===== src/hdl/rhd_pkg.sv =====
package rhd_pkg;

   localparam int FRONT_END_COUNT_DEFAULT = 16;
   localparam int OUT_DEPTH = 4;
   localparam int OUT_PTR_W = 2;
   localparam int OUT_CNT_W = 3;

   localparam logic [31:0] MARK_MASK   = 32'hff00ffff;
   localparam logic [31:0] MARK_CHUNK  = 32'hf000caf0;
   localparam logic [31:0] MARK_HEADER = 32'had00cade;
   localparam logic [31:0] MARK_FOOTER = 32'hcafeff80;

   localparam logic [1:0] KIND_HIT        = 2'd0;
   localparam logic [1:0] KIND_END_OK     = 2'd1;
   localparam logic [1:0] KIND_END_BROKEN = 2'd2;

   typedef enum logic [2:0] {
      PH_SEEK   = 3'd0,
      PH_TIME   = 3'd1,
      PH_COUNT  = 3'd2,
      PH_FRESH  = 3'd3,
      PH_HITS   = 3'd4,
      PH_FORCED = 3'd5
   } rhd_phase_type;

   typedef struct packed {
      rhd_phase_type phase;
      logic [39:0]   crossing;
      logic [31:0]   event_count;
   } rhd_entry_type;

   typedef struct packed {
      logic          en;
      logic [3:0]    fe;
      rhd_entry_type entry;
   } rhd_mem_write_type;

   typedef struct packed {
      logic [1:0]  kind;
      logic [3:0]  front_end;
      logic [39:0] crossing;
      logic [31:0] event_count;
      logic [6:0]  channel;
      logic [5:0]  chip;
      logic [2:0]  adc_code;
      logic [6:0]  chip_crossing;
      logic        chip_full;
      logic        roc_full;
      logic [5:0]  amplitude;
      logic [31:0] raw_word;
   } rhd_result_type;

   function automatic logic is_header(input logic [31:0] w);
      return (w & MARK_MASK) == MARK_HEADER;
   endfunction

   function automatic logic is_chunk_marker(input logic [31:0] w);
      return (w & MARK_MASK) == MARK_CHUNK;
   endfunction

   // halves of the time word swapped into crossing bits 31..0
   function automatic logic [31:0] time_part(input logic [31:0] t);
      return {t[15:0], t[31:16]};
   endfunction

endpackage


===== src/hdl/readout_hit_deframer.sv =====
// an accepted beat is registered into stage 1; its results go through the result queue to rsp_
// throughput: one payload beat per cycle unless stalled; a last-word hit puts two results out
// stage 0 tracks chunk markers, stage 1 reads-modifies-writes the per-front-end stream memory
// synchronous active-high reset clears chunk tracking, the result queue and the entry valid bits;
// an entry not valid reads as seeking header with zero crossing and counter
// a last word clears every valid bit as it leaves stage 1, so the next subevent starts clean
module readout_hit_deframer #(
   parameter int FRONT_END_COUNT = rhd_pkg::FRONT_END_COUNT_DEFAULT
) (
   input  logic        clock,
   input  logic        reset,
   input  logic        req_valid,
   output logic        req_stall,
   input  logic [31:0] req_data_word,
   input  logic        req_last_word,
   output logic        rsp_valid,
   input  logic        rsp_stall,
   output logic [1:0]  rsp_kind,
   output logic [3:0]  rsp_front_end,
   output logic [39:0] rsp_crossing,
   output logic [31:0] rsp_event_count,
   output logic [6:0]  rsp_channel,
   output logic [5:0]  rsp_chip,
   output logic [2:0]  rsp_adc_code,
   output logic [6:0]  rsp_chip_crossing,
   output logic        rsp_chip_full,
   output logic        rsp_roc_full,
   output logic [5:0]  rsp_amplitude,
   output logic [31:0] rsp_raw_word
);

   // chunk tracking (stage 0)
   logic [2:0] chunk_left_ff, chunk_left_in;
   logic [3:0] chunk_owner_ff, chunk_owner_in;

   // stage 1 item
   logic        s1_valid_ff, s1_valid_in;
   logic        s1_parse_ff;
   logic [3:0]  s1_fe_ff;
   logic [31:0] s1_word_ff;
   logic        s1_last_ff;
   logic        s1_broken_ff;

   logic accept;
   logic fire;
   logic room;
   logic is_chunk_word;
   logic is_marker;
   logic owner_in_range;

   rhd_pkg::rhd_entry_type     cur_entry;
   rhd_pkg::rhd_entry_type     nxt_entry;
   rhd_pkg::rhd_mem_write_type mem_wr;
   rhd_pkg::rhd_result_type    hit;
   rhd_pkg::rhd_result_type    end_result;
   rhd_pkg::rhd_result_type    first;
   rhd_pkg::rhd_result_type    out_result;
   logic                       hit_valid;
   logic                       hit_fires;
   logic                       push_first;
   logic                       push_second;

   // stage 1 goes ahead only when the queue can take both possible results
   assign fire      = s1_valid_ff && room;
   assign req_stall = s1_valid_ff && !room;
   assign accept    = req_valid && !req_stall;

   assign is_chunk_word  = (chunk_left_ff != 3'd0);
   assign is_marker      = rhd_pkg::is_chunk_marker(req_data_word);
   assign owner_in_range = ({1'b0, chunk_owner_ff} < 5'(FRONT_END_COUNT));

   // marker and chunk bookkeeping, back to idle at the last word
   always_comb begin
      chunk_left_in  = chunk_left_ff;
      chunk_owner_in = chunk_owner_ff;
      if (accept) begin
         if (is_chunk_word) begin
            chunk_left_in = chunk_left_ff - 3'd1;
         end else if (is_marker) begin
            chunk_owner_in = req_data_word[23:20];
            chunk_left_in  = req_data_word[19:17];
         end
         if (req_last_word) begin
            chunk_left_in  = 3'd0;
            chunk_owner_in = 4'd0;
         end
      end
   end

   always_comb begin
      s1_valid_in = s1_valid_ff;
      if (accept) begin
         s1_valid_in = 1'b1;
      end else if (fire) begin
         s1_valid_in = 1'b0;
      end
   end

   always_ff @(posedge clock) begin
      if (reset) begin
         chunk_left_ff  <= 3'd0;
         chunk_owner_ff <= 4'd0;
         s1_valid_ff    <= 1'b0;
      end else begin
         chunk_left_ff  <= chunk_left_in;
         chunk_owner_ff <= chunk_owner_in;
         s1_valid_ff    <= s1_valid_in;
      end
   end

   always_ff @(posedge clock) begin
      if (accept) begin
         s1_parse_ff  <= is_chunk_word && owner_in_range;
         s1_fe_ff     <= chunk_owner_ff;
         s1_word_ff   <= req_data_word;
         s1_last_ff   <= req_last_word;
         // last word seen while hunting for a marker and not one itself
         s1_broken_ff <= req_last_word && !is_chunk_word && !is_marker;
      end
   end

   // stream state read at accept and registered, ready for stage 1
   assign mem_wr.en    = fire && s1_parse_ff;
   assign mem_wr.fe    = s1_fe_ff;
   assign mem_wr.entry = nxt_entry;

   rhd_state_mem #(
      .FRONT_END_COUNT(FRONT_END_COUNT)
   ) u_state_mem (
      .clock    (clock),
      .reset    (reset),
      .rd_en    (accept),
      .rd_fe    (chunk_owner_ff),
      .wr       (mem_wr),
      .clear    (fire && s1_last_ff),
      .rd_entry (cur_entry)
   );

   rhd_parse u_parse (
      .cur       (cur_entry),
      .word      (s1_word_ff),
      .fe        (s1_fe_ff),
      .nxt       (nxt_entry),
      .hit_valid (hit_valid),
      .hit       (hit)
   );

   // end-of-subevent result: everything zero but the kind
   always_comb begin
      end_result      = '0;
      end_result.kind = s1_broken_ff ? rhd_pkg::KIND_END_BROKEN : rhd_pkg::KIND_END_OK;
   end

   // hit goes first, the end result behind it
   assign hit_fires   = s1_parse_ff && hit_valid;
   assign push_first  = fire && (hit_fires || s1_last_ff);
   assign push_second = fire && hit_fires && s1_last_ff;
   assign first       = hit_fires ? hit : end_result;

   rhd_result_queue u_result_queue (
      .clock       (clock),
      .reset       (reset),
      .push_first  (push_first),
      .push_second (push_second),
      .first       (first),
      .second      (end_result),
      .room        (room),
      .out_valid   (rsp_valid),
      .out_stall   (rsp_stall),
      .out_result  (out_result)
   );

   assign rsp_kind          = out_result.kind;
   assign rsp_front_end     = out_result.front_end;
   assign rsp_crossing      = out_result.crossing;
   assign rsp_event_count   = out_result.event_count;
   assign rsp_channel       = out_result.channel;
   assign rsp_chip          = out_result.chip;
   assign rsp_adc_code      = out_result.adc_code;
   assign rsp_chip_crossing = out_result.chip_crossing;
   assign rsp_chip_full     = out_result.chip_full;
   assign rsp_roc_full      = out_result.roc_full;
   assign rsp_amplitude     = out_result.amplitude;
   assign rsp_raw_word      = out_result.raw_word;

endmodule


===== src/hdl/rhd_state_mem.sv =====
module rhd_state_mem #(
   parameter int FRONT_END_COUNT = rhd_pkg::FRONT_END_COUNT_DEFAULT
) (
   input  logic                      clock,
   input  logic                      reset,
   input  logic                      rd_en,
   input  logic [3:0]                rd_fe,
   input  rhd_pkg::rhd_mem_write_type wr,
   input  logic                      clear,
   output rhd_pkg::rhd_entry_type    rd_entry
);

   localparam int AW = (FRONT_END_COUNT > 1) ? $clog2(FRONT_END_COUNT) : 1;

   rhd_pkg::rhd_entry_type mem [FRONT_END_COUNT];
   logic [FRONT_END_COUNT-1:0] valid_ff;
   logic [FRONT_END_COUNT-1:0] valid_in;

   rhd_pkg::rhd_entry_type q_ff;
   rhd_pkg::rhd_entry_type fwd_entry_ff;
   logic q_valid_ff, q_valid_in;
   logic fwd_ff, fwd_in;

   logic [AW-1:0] rd_addr;
   logic [AW-1:0] wr_addr;
   logic          same_entry;

   assign rd_addr    = rd_fe[AW-1:0];
   assign wr_addr    = wr.fe[AW-1:0];
   assign same_entry = wr.en && (wr.fe == rd_fe);

   always_ff @(posedge clock) begin
      if (wr.en) begin
         mem[wr_addr] <= wr.entry;
      end
   end

   always_ff @(posedge clock) begin
      if (rd_en) begin
         q_ff         <= mem[rd_addr];
         fwd_entry_ff <= wr.entry;
      end
   end

   always_comb begin
      valid_in = valid_ff;
      if (clear) begin
         valid_in = '0;
      end else if (wr.en) begin
         valid_in[wr_addr] = 1'b1;
      end
   end

   // clear wins over a write-through, then a write to the same entry
   always_comb begin
      q_valid_in = q_valid_ff;
      fwd_in     = fwd_ff;
      if (rd_en) begin
         if (clear) begin
            q_valid_in = 1'b0;
            fwd_in     = 1'b0;
         end else if (same_entry) begin
            q_valid_in = 1'b1;
            fwd_in     = 1'b1;
         end else begin
            q_valid_in = valid_ff[rd_addr];
            fwd_in     = 1'b0;
         end
      end
   end

   always_ff @(posedge clock) begin
      if (reset) begin
         valid_ff   <= '0;
         q_valid_ff <= 1'b0;
         fwd_ff     <= 1'b0;
      end else begin
         valid_ff   <= valid_in;
         q_valid_ff <= q_valid_in;
         fwd_ff     <= fwd_in;
      end
   end

   always_comb begin
      if (!q_valid_ff) begin
         rd_entry = '{phase: rhd_pkg::PH_SEEK, crossing: '0, event_count: '0};
      end else if (fwd_ff) begin
         rd_entry = fwd_entry_ff;
      end else begin
         rd_entry = q_ff;
      end
   end

endmodule


===== src/hdl/rhd_parse.sv =====
module rhd_parse (
   input  rhd_pkg::rhd_entry_type  cur,
   input  logic [31:0]             word,
   input  logic [3:0]              fe,
   output rhd_pkg::rhd_entry_type  nxt,
   output logic                    hit_valid,
   output rhd_pkg::rhd_result_type hit
);

   logic word_is_header;

   assign word_is_header = rhd_pkg::is_header(word);

   always_comb begin
      nxt       = cur;
      hit_valid = 1'b0;
      case (cur.phase)
         rhd_pkg::PH_FORCED: begin
            nxt.crossing = {word[23:16], 32'h0};
            nxt.phase    = rhd_pkg::PH_TIME;
         end
         rhd_pkg::PH_TIME: begin
            nxt.crossing = {cur.crossing[39:32], rhd_pkg::time_part(word)};
            nxt.phase    = rhd_pkg::PH_COUNT;
         end
         rhd_pkg::PH_COUNT: begin
            nxt.event_count = word;
            nxt.phase       = rhd_pkg::PH_FRESH;
         end
         rhd_pkg::PH_FRESH, rhd_pkg::PH_HITS: begin
            if (word_is_header) begin
               // counter word that looked like a header becomes the header
               if (cur.phase == rhd_pkg::PH_FRESH && rhd_pkg::is_header(cur.event_count)) begin
                  nxt.crossing = {cur.event_count[23:16], rhd_pkg::time_part(word)};
                  nxt.phase    = rhd_pkg::PH_COUNT;
               end else begin
                  nxt.crossing = {word[23:16], 32'h0};
                  nxt.phase    = rhd_pkg::PH_TIME;
               end
            end else if (word == rhd_pkg::MARK_FOOTER) begin
               nxt.phase = rhd_pkg::PH_FORCED;
            end else begin
               nxt.phase = rhd_pkg::PH_HITS;
               hit_valid = 1'b1;
            end
         end
         default: begin
            if (word_is_header) begin
               nxt.crossing = {word[23:16], 32'h0};
               nxt.phase    = rhd_pkg::PH_TIME;
            end else begin
               nxt.phase = rhd_pkg::PH_SEEK;
            end
         end
      endcase
   end

   always_comb begin
      hit.kind          = rhd_pkg::KIND_HIT;
      hit.front_end     = fe;
      hit.crossing      = cur.crossing;
      hit.event_count   = cur.event_count;
      hit.channel       = word[22:16];
      hit.chip          = word[28:23];
      hit.adc_code      = word[31:29];
      hit.chip_crossing = word[6:0];
      hit.chip_full     = word[7];
      hit.roc_full      = word[8];
      hit.amplitude     = word[14:9];
      hit.raw_word      = word;
   end

endmodule


===== src/hdl/rhd_result_queue.sv =====
module rhd_result_queue (
   input  logic                    clock,
   input  logic                    reset,
   input  logic                    push_first,
   input  logic                    push_second,
   input  rhd_pkg::rhd_result_type first,
   input  rhd_pkg::rhd_result_type second,
   output logic                    room,
   output logic                    out_valid,
   input  logic                    out_stall,
   output rhd_pkg::rhd_result_type out_result
);

   rhd_pkg::rhd_result_type slot_ff [rhd_pkg::OUT_DEPTH];

   logic [rhd_pkg::OUT_PTR_W-1:0] head_ff, head_in;
   logic [rhd_pkg::OUT_PTR_W-1:0] tail_ff, tail_in;
   logic [rhd_pkg::OUT_CNT_W-1:0] count_ff, count_in;
   logic [rhd_pkg::OUT_PTR_W-1:0] tail_next;
   logic [rhd_pkg::OUT_CNT_W-1:0] n_push;
   logic                          pop;

   assign out_valid  = (count_ff != '0);
   assign out_result = slot_ff[head_ff];
   assign pop        = out_valid && !out_stall;
   // two free places guaranteed for the worst-case item
   assign room       = (count_ff <= rhd_pkg::OUT_CNT_W'(rhd_pkg::OUT_DEPTH - 2));
   assign tail_next  = tail_ff + rhd_pkg::OUT_PTR_W'(1);

   always_comb begin
      n_push   = rhd_pkg::OUT_CNT_W'(push_first) + rhd_pkg::OUT_CNT_W'(push_second);
      tail_in  = tail_ff + n_push[rhd_pkg::OUT_PTR_W-1:0];
      head_in  = pop ? head_ff + rhd_pkg::OUT_PTR_W'(1) : head_ff;
      count_in = count_ff + n_push - rhd_pkg::OUT_CNT_W'(pop);
   end

   always_ff @(posedge clock) begin
      if (push_first) begin
         slot_ff[tail_ff] <= first;
      end
      if (push_second) begin
         slot_ff[tail_next] <= second;
      end
   end

   always_ff @(posedge clock) begin
      if (reset) begin
         head_ff  <= '0;
         tail_ff  <= '0;
         count_ff <= '0;
      end else begin
         head_ff  <= head_in;
         tail_ff  <= tail_in;
         count_ff <= count_in;
      end
   end

endmodule


===== config.mk =====
export PLATFORM = sky130hd
export DESIGN_NAME = readout_hit_deframer
export DESIGN_NICKNAME = d
export VERILOG_FILES = /design/src/hdl/rhd_pkg.sv /design/src/hdl/readout_hit_deframer.sv /design/src/hdl/rhd_state_mem.sv /design/src/hdl/rhd_parse.sv /design/src/hdl/rhd_result_queue.sv
export SDC_FILE = /design/constraint.sdc
export NUM_CORES = 2
export LEC_CHECK = 0
export ABC_CLOCK_PERIOD_IN_PS = 8100
export BUFFER_PORTS_ARGS = -buffer_cell sky130_fd_sc_hd__buf_2
export CAP_MARGIN = 20
export CORE_AREA = 2 2 431 433
export CTS_BUF_LIST = sky130_fd_sc_hd__clkbuf_16
export DETAILED_ROUTE_END_ITERATION = 10
export DIE_AREA = 0 0 433 435
export PLACE_DENSITY = 0.65
export SYNTH_ARGS = -nofsm -noshare
export SYNTH_HDL_FRONTEND = slang
export SYNTH_SLANG_ARGS = --single-unit

===== constraint.sdc =====
create_clock -name clock -period 8.1 [get_ports clock]
set_clock_uncertainty 0.15 [all_clocks]
set_input_delay 0 -clock clock [delete_from_list [all_inputs] [get_ports clock]]
set_output_delay 0 -clock clock [all_outputs]
set_load 0.02 [all_outputs]

==> flow_summary.json <==
{
  "status": "complete, no violations",
  "power-per-cell-area_nw_per_um2": 234.2,
  "route.antenna.remaining_nets": 0,
  "num_rows": 158,
  "max_cap_violations": 0,
  "critical_path.most_common_cell": "sky130_fd_sc_hd__buf_4",
  "crit_required_ns": 8.62,
  "critical_path.reg2reg.startpoint": "u_state_mem.q_valid_ff",
  "crit_type": "register to register",
  "ys_ff_latch": 1864,
  "netlist-cell-type-count": 63,
  "layout.cells.non_filler": 7373,
  "clock-sinks": 1864,
  "initial_standard_cell_utilization_of_the_core": 0.3974,
  "synth.yosys.seq_area_share": 0.7014,
  "cts_resized": 0,
  "number_of_antenna_violations_at_the_first_check_in_global_routing": 10,
  "layout.filler_cells": 15710,
  "detailed_place_hpwl_microns": 114300,
  "tightest_slew_ns": 1.140,
  "ctsRootBufferMaster": "sky130_fd_sc_hd__clkbuf_16",
  "floorplan.die_area_sq_um": 188400,
  "critical-path-slowest-cell": "sky130_fd_sc_hd__o21ai_4",
  "first_global_vias": 40900,
  "power.leakage_nw": 26.23,
  "setup-tns-final_ns": 0,
  "clock.fmax_mhz": 203.0,
  "synth_area_per_cell_sq_um": 16.07,
  "synth-edff-count": 1397,
  "synthesis.nets": 4597,
  "cts-root-to-sink-buffers": 3,
  "design.final.nets": 4789,
  "highest_ir_drop_seen_on_vdd_mv": 0.1967,
  "yosys-top-cells-area": "sky130_fd_sc_hd__edfxtp_1 (57%), sky130_fd_sc_hd__mux4_2 (15%), sky130_fd_sc_hd__dfxtp_1 (13%)",
  "cts_max_level": 4,
  "relSlewSlack": 0.2400,
  "final_hold_viol_count": 0,
  "finalSetupViolations": 0,
  "post_synth_design_cell_area_sq_um": 73140,
  "grt_pass1_wl_microns": 293100,
  "drtPass1Iterations": 6,
  "reg2regPathDepth": 8,
  "tritoncts": "built",
  "finalCriticalPeriod_ns": 4.925,
  "crit_path_end_kind": "register",
  "rsz_0062_raised_after_global_routing": "false",
  "timing.critical_path.cells": "clkinv_2 -> a221oi_2 -> nand3_1 -> or4_1 -> o21ai_4 -> buf_4 -> buf_4 -> a21oi_1",
  "setup.worst_path.start": "u_state_mem.q_valid_ff",
  "instance_count_of_the_mapped_netlist": 4552,
  "critical_path.startpoint_type": "register",
  "min_delay_path_class": "input port to register",
  "cts-buffers-inserted": 171,
  "dpl.cell_count": 6977,
  "port_buffers": 179,
  "drt-initial-drc-count": 5118,
  "finalMaxSlewViolations": 0,
  "final_layout_size_suffix_gt1_frac": 0.2259,
  "globalRouteTotalUtil": 0.2140,
  "area_growth_pct": 13.34,
  "drt-vias-per-instance": 5.775,
  "setup.reg_to_reg.worst_slack_ns": 3.17,
  "pin_count_of_the_biggest_net_entering_global_routing": 125,
  "synth-main-ff-cell": "sky130_fd_sc_hd__edfxtp_1",
  "postRouteWirelength_microns": 204400,
  "regToRegEndpoint": "u_result_queue.slot_ff[3][61]",
  "asyncSetResetFlopFracSynth": 0,
  "crit_arrival_ns": 5.45,
  "vias": 42580,
  "highest_fanout_seen_on_the_critical_path": 46,
  "clk_transition_reported_paths_ns": 0.07,
  "die-width_microns": 433,
  "clk_latency_ns": 0.82,
  "drcViolationCount": 0,
  "fp.dieH_microns": 435,
  "ys.warnings.count": 0,
  "crit_path_end": "u_result_queue.slot_ff[3][61]",
  "netlist.area_leader.share": 0.5735,
  "boundaryPins": 180,
  "route.detailed.wl_per_inst_microns": 27.73,
  "gp_congestion": 0.8484,
  "slowest_delay_ns": 0.76,
  "core_area_sq_um": 184000,
  "synth_top_cell_by_area": "sky130_fd_sc_hd__edfxtp_1",
  "final.period_utilization": 0.6081,
  "overflow": 0
}
final cells by class:
| type | count | area [sq um] | share of cell area |
|---|---|---|---|
| Clock inverter | 143 | 1134 | 0.01367 |
| Inverter | 20 | 83.83 | 0.001011 |
| Timing Repair Buffer | 359 | 2495 | 0.03009 |
| Clock buffer | 174 | 4354 | 0.05252 |
| Antenna cell | 5 | 12.51 | 0.0001509 |
| Tap cell | 2480 | 3103 | 0.03743 |
| Multi-Input combinational cell | 2328 | 20390 | 0.2460 |
| Sequential cell | 1864 | 51330 | 0.6191 |
logic make-up after synthesis:
| family | synth area share |
|---|---|
| XOR/XNOR | 0.001437 |
| AND/OR/NAND/NOR | 0.06305 |
| adder cells (fa/ha/maj) | 0.001471 |
| multiplexers | 0.1673 |
| AO/OA/AOI/OAI | 0.04295 |
| buffers and inverters | 0.02239 |
| flip-flops | 0.7014 |
placed cells by master (no fill, tap or decap), types with 8 or more instances in the layout:
| master | instances |
|---|---|
| sky130_fd_sc_hd__edfxtp_1 | 1397 |
| sky130_fd_sc_hd__nand2_1 | 905 |
| sky130_fd_sc_hd__mux4_2 | 490 |
| sky130_fd_sc_hd__a21oi_1 | 465 |
| sky130_fd_sc_hd__dfxtp_1 | 460 |
| sky130_fd_sc_hd__buf_2 | 179 |
| sky130_fd_sc_hd__clkbuf_16 | 174 |
| sky130_fd_sc_hd__buf_4 | 102 |
| sky130_fd_sc_hd__nor2_1 | 97 |
| sky130_fd_sc_hd__mux2i_1 | 82 |
| sky130_fd_sc_hd__dlygate4sd3_1 | 71 |
| sky130_fd_sc_hd__inv_1 | 56 |
| sky130_fd_sc_hd__clkinv_2 | 38 |
| sky130_fd_sc_hd__mux2_2 | 34 |
| sky130_fd_sc_hd__clkinv_1 | 32 |
| sky130_fd_sc_hd__nand3_1 | 18 |
| sky130_fd_sc_hd__o21ai_0 | 18 |
| sky130_fd_sc_hd__a22o_1 | 17 |
| sky130_fd_sc_hd__o21a_1 | 16 |
| sky130_fd_sc_hd__nand2b_1 | 15 |
| sky130_fd_sc_hd__a221o_1 | 15 |
| sky130_fd_sc_hd__bufinv_16 | 15 |
| sky130_fd_sc_hd__nor2_4 | 13 |
| sky130_fd_sc_hd__nand4_1 | 12 |
| sky130_fd_sc_hd__xnor2_1 | 10 |
| sky130_fd_sc_hd__or3_1 | 9 |
| sky130_fd_sc_hd__nor2b_1 | 8 |
cells in the mapped netlist (all sizes together) (6+ instances only):
library cell	number
o21a	16
nor2b	8
nor4	8
xnor2	10
a221o	15
dfxtp	467
a21oi	467
o21ai	26
a2bb2oi	7
nor3	6
mux2i	82
buf	204
nand2	905
clkbuf	136
mux2	34
nor2	111
inv	20
or3	9
nor4b	6
a22o	17
mux4	490
edfxtp	1397
nand3	18
nand4	12
ha	7
nand2b	15
worst max-delay path, delay by kind of cell (launching register included):
kind | cells | cell delay [ns]
AND/OR/NAND/NOR | 2 | 1.23
buffers and inverters | 3 | 1.59
AO/OA/AOI/OAI | 3 | 1.23
flip-flops | 1 | 0.47
report_power, final:
group | internal (W) | total [W] | switching (W)
Clock | 0.00440 | 0.00794 | 0.00354
Sequential | 0.0103 | 0.0105 | 0.000177
Combinational | 0.000381 | 0.000950 | 0.000570
state kept, by name (all words and copies together) (netlist names), 3 cells and up, named ones only:
register                  cells
s1_fe_ff                      4
chunk_owner_ff                4
u_result_queue.slot_ff      440
u_state_mem.fwd_entry_ff     75
u_state_mem.valid_ff         16
chunk_left_ff                 3
s1_word_ff                   32
u_result_queue.count_ff       3
u_state_mem.mem            1200
u_state_mem.q_ff             75
stage by stage:
stage	worst slack (ns)	area, sq um	hold slack, ns	util	power, W
5_1_grt	3.040	82890	0.05796	0.4504	0.01994
6_report	3.175	82900	0.07877	0.4504	0.01941
4_1_cts	3.330	82860	0.004339	0.4502	0.01952
3_5_place_dp	3.349	76660	0.04093	0.4165	0.01164
3_3_place_gp	3.456	76640	0.03987	0.4164	0.01163
2_1_floorplan	1.166	73140	-0.05113	-	0.01128
routing by layer:
layer / track usage / routed length [microns]
met4: 0.08837 / 8533
met5: 0 / 13
met3: 0.03348 / 17830
met1: 0.2920 / 79090
met2: 0.3423 / 98960
how the worst min path moves through the flow:
stage | start | to | cells past startpoint
2_1_floorplan | req_last_word | s1_last_ff | 0
3_3_place_gp | req_data_word[28] | s1_word_ff[28] | 1
3_5_place_dp | req_data_word[28] | s1_word_ff[28] | 1
4_1_cts | req_last_word | chunk_left_ff[2] | 4
5_1_grt | req_last_word | chunk_left_ff[1] | 4
6_report | reset | chunk_owner_ff[0] | 4
what timing repair did:
action                                 CTS  global route
endpoints found under the hold margin   69             0
hold buffers                            71             0
buffers inserted                         0             0
Note: power is estimated with default switching activity, not from simulation.
